--- src/brd_pkg.sv ---
`default_nettype none
// ----------------------------------------------------------------------------
// brd_pkg
// Shared types and constants of the record stream deframer.
// ----------------------------------------------------------------------------
package brd_pkg;

	localparam int unsigned ByteW   = 8;
	localparam int unsigned LenW    = 16;
	localparam int unsigned HdrIdxW = 3;
	localparam int unsigned StatusW = 3;

	localparam logic [HdrIdxW-1:0] HdrLast = 3'd4;
	localparam logic [ByteW-1:0]   TypeData = 8'h00;
	localparam logic [ByteW-1:0]   TypeEnd  = 8'hff;

	localparam logic CmdByte = 1'b0;
	localparam logic CmdEnd  = 1'b1;

	typedef enum logic [1:0] {
		PH_HEADER  = 2'd0,
		PH_PAYLOAD = 2'd1,
		PH_STOPPED = 2'd2
	} phase_t;

	typedef enum logic [StatusW-1:0] {
		ST_RUNNING   = 3'd0,
		ST_CLEAN     = 3'd1,
		ST_MALFORMED = 3'd2,
		ST_BADTYPE   = 3'd3,
		ST_SHORTHDR  = 3'd4,
		ST_SHORTPAY  = 3'd5
	} status_t;

	localparam logic [HdrIdxW-1:0] HdrType   = 3'd0;
	localparam logic [HdrIdxW-1:0] HdrLenHi  = 3'd1;
	localparam logic [HdrIdxW-1:0] HdrLenLo  = 3'd2;

endpackage
`default_nettype wire

--- src/brd_in_if.sv ---
`default_nettype none
// ----------------------------------------------------------------------------
// brd_in_if
// Input channel: one stream word or an end-of-input marker per handshake.
// ----------------------------------------------------------------------------
interface brd_in_if;
	logic                        valid;
	logic                        ready;
	logic                        command;
	logic [brd_pkg::ByteW-1:0]   data_byte;

	modport source(output valid, output command, output data_byte, input ready);
	modport sink(input valid, input command, input data_byte, output ready);
endinterface
`default_nettype wire

--- src/brd_out_if.sv ---
`default_nettype none
// ----------------------------------------------------------------------------
// brd_out_if
// Output channel: one result word per accepted input word.
// ----------------------------------------------------------------------------
interface brd_out_if;
	logic                        valid;
	logic                        ready;
	logic [brd_pkg::ByteW-1:0]   payload_byte;
	logic                        payload_valid;
	logic [brd_pkg::StatusW-1:0] parse_status;

	modport source(output valid, output payload_byte, output payload_valid,
		output parse_status, input ready);
	modport sink(input valid, input payload_byte, input payload_valid,
		input parse_status, output ready);
endinterface
`default_nettype wire

--- src/binary_record_deframer.sv ---
`default_nettype none
// ----------------------------------------------------------------------------
// binary_record_deframer
// Type / length / address record deframer, one stream word per cycle while
// the output is not stalled. The result word is registered as the input word is accepted.
// Throughput: one word per cycle while dout.ready is high; the output register frees as it is taken.
// Reset: arst_n clears parser state to header phase, status running,
// and empties the output register.
// ----------------------------------------------------------------------------
module binary_record_deframer (
	input  wire logic     clk,
	input  wire logic     arst_n,
	brd_in_if.sink        din,
	brd_out_if.source     dout
);

	brd_pkg::phase_t                  phase_q, phase_d;
	logic [brd_pkg::HdrIdxW-1:0]      hdr_idx_q, hdr_idx_d;
	logic [brd_pkg::ByteW-1:0]        rec_type_q, rec_type_d;
	logic [brd_pkg::LenW-1:0]         len_q, len_d;
	logic [brd_pkg::LenW-1:0]         remain_q, remain_d;
	brd_pkg::status_t                 status_q, status_d;

	logic                             out_valid_q;
	logic [brd_pkg::ByteW-1:0]        out_byte_q;
	logic                             out_pv_q;
	logic [brd_pkg::StatusW-1:0]      out_status_q;

	logic                             accept;
	logic [brd_pkg::ByteW-1:0]        pay_byte;
	logic                             pay_valid;
	logic [brd_pkg::LenW-1:0]         remain_dec;

	assign din.ready = !out_valid_q || dout.ready;
	assign accept    = din.valid && din.ready;
	assign remain_dec = remain_q - brd_pkg::LenW'(1);

	// next state
	always_comb begin
		phase_d    = phase_q;
		hdr_idx_d  = hdr_idx_q;
		rec_type_d = rec_type_q;
		len_d      = len_q;
		remain_d   = remain_q;
		status_d   = status_q;
		unique case (phase_q)
			brd_pkg::PH_HEADER: begin
				if (din.command == brd_pkg::CmdEnd) begin
					status_d = brd_pkg::ST_SHORTHDR;
					phase_d  = brd_pkg::PH_STOPPED;
				end else begin
					if (hdr_idx_q == brd_pkg::HdrType)
						rec_type_d = din.data_byte;
					if (hdr_idx_q == brd_pkg::HdrLenHi)
						len_d = {din.data_byte, len_q[brd_pkg::ByteW-1:0]};
					if (hdr_idx_q == brd_pkg::HdrLenLo)
						len_d = {len_q[brd_pkg::LenW-1:brd_pkg::ByteW], din.data_byte};
					if (hdr_idx_q != brd_pkg::HdrLast) begin
						hdr_idx_d = hdr_idx_q + brd_pkg::HdrIdxW'(1);
					end else begin
						hdr_idx_d = '0;
						if (rec_type_q == brd_pkg::TypeData) begin
							if (len_q != '0) begin
								remain_d = len_q;
								phase_d  = brd_pkg::PH_PAYLOAD;
							end
						end else if (rec_type_q == brd_pkg::TypeEnd) begin
							status_d = (len_q != '0) ? brd_pkg::ST_MALFORMED
								: brd_pkg::ST_CLEAN;
							phase_d  = brd_pkg::PH_STOPPED;
						end else begin
							status_d = brd_pkg::ST_BADTYPE;
							phase_d  = brd_pkg::PH_STOPPED;
						end
					end
				end
			end
			brd_pkg::PH_PAYLOAD: begin
				if (din.command == brd_pkg::CmdEnd) begin
					status_d = brd_pkg::ST_SHORTPAY;
					phase_d  = brd_pkg::PH_STOPPED;
				end else begin
					remain_d = remain_dec;
					if (remain_dec == '0)
						phase_d = brd_pkg::PH_HEADER;
				end
			end
			default: begin
			end
		endcase
	end

	// outputs
	always_comb begin
		pay_valid = (phase_q == brd_pkg::PH_PAYLOAD) && (din.command == brd_pkg::CmdByte);
		pay_byte  = pay_valid ? din.data_byte : '0;
	end

	always_ff @(posedge clk or negedge arst_n) begin
		if (!arst_n) begin
			phase_q    <= brd_pkg::PH_HEADER;
			hdr_idx_q  <= '0;
			rec_type_q <= '0;
			len_q      <= '0;
			remain_q   <= '0;
			status_q   <= brd_pkg::ST_RUNNING;
		end else if (accept) begin
			phase_q    <= phase_d;
			hdr_idx_q  <= hdr_idx_d;
			rec_type_q <= rec_type_d;
			len_q      <= len_d;
			remain_q   <= remain_d;
			status_q   <= status_d;
		end
	end

	always_ff @(posedge clk or negedge arst_n) begin
		if (!arst_n) begin
			out_valid_q <= 1'b0;
		end else if (accept) begin
			out_valid_q <= 1'b1;
		end else if (dout.ready) begin
			out_valid_q <= 1'b0;
		end
	end

	always_ff @(posedge clk) begin
		if (accept) begin
			out_byte_q   <= pay_byte;
			out_pv_q     <= pay_valid;
			out_status_q <= status_d;
		end
	end

	assign dout.valid         = out_valid_q;
	assign dout.payload_byte  = out_byte_q;
	assign dout.payload_valid = out_pv_q;
	assign dout.parse_status  = out_status_q;

endmodule
`default_nettype wire

--- src/flat_wrapper.sv ---
// flat-port wrapper written by rule: the top's interface ports become plain ports
module binary_record_deframer_flat 
  (clk, arst_n, din_valid, din_command, din_data_byte, din_ready, dout_valid, dout_payload_byte, dout_payload_valid, dout_parse_status, dout_ready);
  brd_in_if din_i ();
  brd_out_if dout_i ();
  input  wire logic clk;
  input  wire logic arst_n;
  input wire logic [$bits(din_i.valid)-1:0] din_valid;
  input wire logic [$bits(din_i.command)-1:0] din_command;
  input wire logic [$bits(din_i.data_byte)-1:0] din_data_byte;
  output wire logic [$bits(din_i.ready)-1:0] din_ready;
  output wire logic [$bits(dout_i.valid)-1:0] dout_valid;
  output wire logic [$bits(dout_i.payload_byte)-1:0] dout_payload_byte;
  output wire logic [$bits(dout_i.payload_valid)-1:0] dout_payload_valid;
  output wire logic [$bits(dout_i.parse_status)-1:0] dout_parse_status;
  input wire logic [$bits(dout_i.ready)-1:0] dout_ready;
  assign din_i.valid = din_valid;
  assign din_i.command = din_command;
  assign din_i.data_byte = din_data_byte;
  assign din_ready = din_i.ready;
  assign dout_valid = dout_i.valid;
  assign dout_payload_byte = dout_i.payload_byte;
  assign dout_payload_valid = dout_i.payload_valid;
  assign dout_parse_status = dout_i.parse_status;
  assign dout_i.ready = dout_ready;
  binary_record_deframer u_core (.clk(clk), .arst_n(arst_n), .din(din_i), .dout(dout_i));
endmodule
--- config.mk ---
export PLATFORM = sky130hd
export DESIGN_NAME = binary_record_deframer_flat
export DESIGN_NICKNAME = d
export VERILOG_FILES = /design/src/brd_pkg.sv /design/src/brd_in_if.sv /design/src/brd_out_if.sv /design/src/binary_record_deframer.sv /design/src/flat_wrapper.sv
export SDC_FILE = /design/constraint.sdc
export NUM_CORES = 1
export LEC_CHECK = 0
export ABC_AREA = 1
export BUFFER_PORTS_ARGS = -buffer_cell sky130_fd_sc_hd__clkbuf_2
export CORE_MARGIN = 1
export CORE_UTILIZATION = 59
export DETAILED_ROUTE_END_ITERATION = 7
export GPL_TIMING_DRIVEN = 0
export PLACE_DENSITY = 0.8
export SYNTH_ARGS = -nofsm -noshare
export SYNTH_HDL_FRONTEND = slang
export SYNTH_SLANG_ARGS = --single-unit
export TNS_END_PERCENT = 5
--- constraint.sdc ---
create_clock -name clk -period 1.95 [get_ports clk]
set_input_delay 0.2925 -clock clk [delete_from_list [all_inputs] [get_ports clk]]
set_output_delay 0.2925 -clock clk [all_outputs]
set_load 0.005 [all_outputs]
# Yosys cells after proc, flatten, opt, wreduce, memory -nomap -nowiden
# Cells that the tools add are included.
dict set report word_totals {
  ff_bits 61
  in_bits 13
  output_inout_bits 14
  word_cells 69
}
dict set report classes {
  add_sub_neg 2
  eq_ne 13
  muxes 24
  n_bitwise 2
  n_reduce_logical 17
}
# cell count
set op_table {}
lappend op_table {{$mux 16} 5}
lappend op_table {{$pmux 16 s2} 1}
lappend op_table {{$mux 3} 6}
lappend op_table {{$logic_not 16->1} 1}
lappend op_table {{$reduce_bool 16->1} 1}
lappend op_table {{$sub 16x1->16 const B} 1}
lappend op_table {{$mux 2} 7}
lappend op_table {{$reduce_and 5->1} 2}
lappend op_table {{$eq 8x8->1 const B} 1}
lappend op_table {{$logic_not 8->1} 1}
lappend op_table {{$mux 8} 1}
lappend op_table {{$reduce_and 4->1} 2}
lappend op_table {{$reduce_and 7->1} 1}
lappend op_table {{$ne 2x2->1 const B} 3}
lappend op_table {{$ne 3x3->1 const B} 2}
lappend op_table {{$pmux 3 s2} 1}
lappend op_table {{$ne 2x1->1 const B} 2}
lappend op_table {{$ne 4x4->1 const B} 1}
lappend op_table {{$pmux 2 s2} 1}
lappend op_table {{$reduce_bool 2->1} 2}
lappend op_table {{$add 3x1->3 const B} 1}
lappend op_table {{$eq 3x1->1 const B} 1}
lappend op_table {{$eq 3x2->1 const B} 1}
lappend op_table {{$logic_not 3->1} 1}
lappend op_table {{other kinds (9)} 12}

# Depth between registers and ports, before layout
dict set report logic_depth {
  word_depth 7
  mapped_depth 15
}

# Least setup slack after synthesis
# No wires, ideal clock.
dict set report synth_timing {
  path_type {flip-flop to flip-flop}
  from {register u_core.remain_q[0] (netlist name)}
  to {register u_core.phase_q[0]}
  setup_ns 0.117
  arrival_ns 1.595
  setup_slack_ns 0.238
  path_stages_with_launch 15
  path_cell_list {dfrtp_1 > inv_1 > ha_1 > xnor2_1 > nand2_1 > nor2_1 > nand2_1 > nor2_1 > nand2_1 > nor2_1 > nand2_1 > nand2_1 > nand2_1 > nand2_1 > nand2_1}
}
dict set report synth_via {
  elab_chain_cells 4
}
# item line_no
set synth_lines {}
lappend synth_lines {{start, declared} binary_record_deframer.sv:21} ;# logic [brd_pkg::LenW-1:0] remain_q, remain_d;
lappend synth_lines {{start signal, assigned} binary_record_deframer.sv:112} ;# remain_q <= remain_d;
lappend synth_lines {{$sub 16x1->16} binary_record_deframer.sv:36} ;# assign remain_dec = remain_q - brd_pkg::LenW'(1);
lappend synth_lines {{$logic_not 16->1} binary_record_deframer.sv:84} ;# if (remain_dec == '0)
lappend synth_lines {{$ne 3x2->1 (no source line)} n/a}
lappend synth_lines {{$reduce_and 5->1 (no source line)} n/a}
lappend synth_lines {{end signal, assigned} binary_record_deframer.sv:101} ;# phase_q <= brd_pkg::PH_HEADER;
lappend synth_lines {{end signal, assigned} binary_record_deframer.sv:108} ;# phase_q <= phase_d;
lappend synth_lines {{end, declared} binary_record_deframer.sv:17} ;# brd_pkg::phase_t phase_q, phase_d;
# No other way between the ends.
# A chain may end at the register's enable or synchronous reset.

# Worst setup path after layout
# Same ends and word-level chain as after synthesis.

==> impl_metrics.tcl <==
set metrics [dict create \
    viasPerCell 5.45 \
    wl_met3_um 320 \
    final_common_cell "nand2_1" \
    synthMuxAreaShare_pct 0 \
    cp.required_ns 2.19 \
    cts_buffers 9 \
    areaGrowthSynthToFinish_pct 14.9 \
    grtUsageTotal_pct 28.2 \
    drt-total-wl_mm 7.27 \
    fill_cells 416 \
    io_buffers 26 \
    cp-start-kind "flip-flop" \
    hpwlAfterDp_mm 5.22 \
    hold_violations 0 \
    synth-simple-area-share_pct 29.6 \
    layout_common_cells "105 x nand2_1, 55 x nor2_1, 48 x dfrtp_1, 42 x o21ai_0, 36 x inv_1" \
    path_max_fanout 5 \
    clock_sinks 61 \
    ys_ff_latch 61 \
    io_pins 27 \
    synth-compound-area-share_pct 12.8 \
    min_from "dout_ready" \
    drt_iter0_drc 231 \
    clkTransAtPathRegs_ns 0.07 \
    clk_latency_ns 0.35 \
    power_density_nw_per_um2 675 \
    clock_path_buffers 2 \
    grt_pass1_vias 2726 \
    rows 26 \
    core_um2 5200 \
    final-seq-area_um2 1590 \
    synth_top_family_by_area "simple AND/OR/NAND/NOR gates" \
    met2_wirelength_mm 3.41 \
    synth_top_area_share_pct 37.8 \
    die_h_um 76.1 \
    synth_fa_ha_area_share_pct 2.32 \
    setup_ws_ns 0.144 \
    ys_seq_area_share_pct 48.9 \
    top_layer_used "met4" \
    syn_avg_cell_area_um2 8.04 \
    worst_ir_drop_vdd_v 0.000605 \
    critPathCaptureType "flip-flop" \
    drc 0 \
    setup_viol 0 \
    cp-startpoint "u_core.remain_q[0]" \
    synth_largest_area_cell "dfrtp_1" \
    dr.pass1.iters 5 \
    place_congestion 0.833 \
    antenna_left 0 \
    tightest_slew_ns 0.591 \
    worst_r2r_startpoint "u_core.remain_q[0]" \
    antenna_found_initial 0 \
    maxCapViolCount 0 \
    ys.flop_type "dfrtp_1" \
    fp.dieW_um 76.1 \
    skew_ns 0.00793 \
    fin_util_pct 71.6 \
    grt_pass1_wl_mm 12.6 \
    final_layout_size_suffix_gt1_share_pct 18.1 \
    synth_cell_types 30 \
    clock.fmax_mhz 554 \
    dpl_worst_slack_ns -0.0844 \
    synth_edf_count 12 \
    path_class "reg2reg" \
    grt.overflow.total 0 \
    die_area_um2 5800 \
    initial_core_util_pct 62.3 \
    synth_cells 403 \
    async_flop_share_pct 80.3 \
    hold_path.class "in2reg" \
    status "finished, final reports clean" \
    slew_headroom_pct 60.6 \
    root_buffer "clkbuf_8" \
    synth_xor_area_share_pct 0.270 \
    setup_tns_ns 0 \
    multiInputGateArea_um2 1500 \
    period_needed_ns 1.81 \
    grt_max_degree 50 \
    period_share_pct 92.6 \
    tritoncts "built" \
    synth_area_leaders "dfrtp_1 38%, nand2_1 12%, edfxtp_1 11%" \
    nNetsFinal 462 \
    wire_per_inst_um 14.0 \
    syn-num-nets 422 \
    h-tree-depth 3 \
    num_vias 2825 \
    antenna_cells 0 \
    synth_warnings 0 \
    syn_area_um2 3240 \
    leakage_uw 0.00176 \
    arrival_ns 2.04 \
    route.layer.met1.wl_mm 3.36 \
    final_max_slew_viol_count 0 \
]
-- path summary, 6_finish.rpt --
check / end / slack [ns] / cells after the start
worst max-delay path: u_core.phase_q[0] / 0.14 / 14
worst min-delay path: u_core.dout.valid / 0.26 / 4
worst max register to register: u_core.phase_q[0] / 0.14 / 14
worst min register to register: u_core.len_q[10] / 0.49 / 2
max in group asynchronous: u_core.status_q[2] / 1.06 / 3
min in group asynchronous: u_core.len_q[1] / 0.38 / 2
-- state kept, by name, summed over array words and instances, names as in the netlist --
signal                     cells
u_core.len_q                  16
u_core.dout.payload_byte       8
u_core.remain_q               16
u_core.rec_type_q              8
u_core.dout.payload_valid      1
u_core.hdr_idx_q               3
u_core.status_q                3
u_core.phase_q                 2
u_core.dout.valid              1
u_core.dout.parse_status       3
-- critical path, stage by stage, from the launching register on --
cell and delay [ns]:
dfrtp_1 0.41, inv_2 0.11, ha_4 0.20, xnor2_2 0.14, nand2_1 0.07, nor2_1 0.11
nand2_1 0.09, nor2_1 0.12, nand2_1 0.06, nor2_1 0.08, nand2_1 0.07, nand2_1 0.08
nand2_1 0.05, nand2_1 0.06, nand2_1 0.04
-- final cells by class --
type / instances / area share (%)
inverter: 43 / 4.33
clock inverter: 1 / 0.134
multi-input combinational: 291 / 40.2
timing repair buffer: 29 / 4.50
tap: 70 / 2.35
clock buffer: 15 / 4.73
sequential: 61 / 42.6
buffer: 8 / 1.11
-- power breakdown --
| group | switching (uW) | leakage (uW) | internal [uW] |
|---|---|---|---|
| sequential | 12.1 | 0.000730 | 1330 |
| clock | 478 | 0.0000937 | 565 |
| combinational | 83.8 | 0.000933 | 41.5 |
| total | 574 | 0.00176 | 1940 |
-- stage by stage --
step	hold slack, ns	area, um2	total power [uW]	std cells
floorplan	-0.00309	3240	1420	403
global placement	0.471	3460	1480	499
detailed placement	0.474	3460	1490	499
CTS	0.234	3650	2520	515
global route	0.284	3730	2600	518
finish	0.264	3730	2510	518
-- per-layer routing --
layer / track usage [%] / up-vias
met5: 0 / -
met3: 5.27 / 18
met4: 13.5 / 0
met1: 36.9 / 1330
li1: - / 1392
met2: 45.7 / 85
-- synth_stat cells (5+ instances only) --
master and n:
a21oi_1 12, a31oi_1 5, buf_2 6, dfrtp_1 49, edfxtp_1 12, ha_1 6, inv_1 40, nand2_1 105
nand3_1 17, nor2_1 57, nor2_2 5, o21ai_0 43, o21ai_1 9
-- kinds of logic after synthesis --
| logic type | Yosys count |
|---|---|
| adder cells (fa/ha/maj) | 6 |
| flip-flops | 61 |
| AND/OR/NAND/NOR | 206 |
| AO/OA/AOI/OAI | 78 |
| buffers and inverters | 51 |
| XOR/XNOR | 1 |
-- what timing repair did --
item	in CTS	in global routing
hold buffers	0	1
pin swaps	0	1
hold endpoints to repair	0	13
resized for setup	2	15
buffers inserted	0	1
endpoints found under the setup margin	1	17
Power figures use the tool's default switching activity.
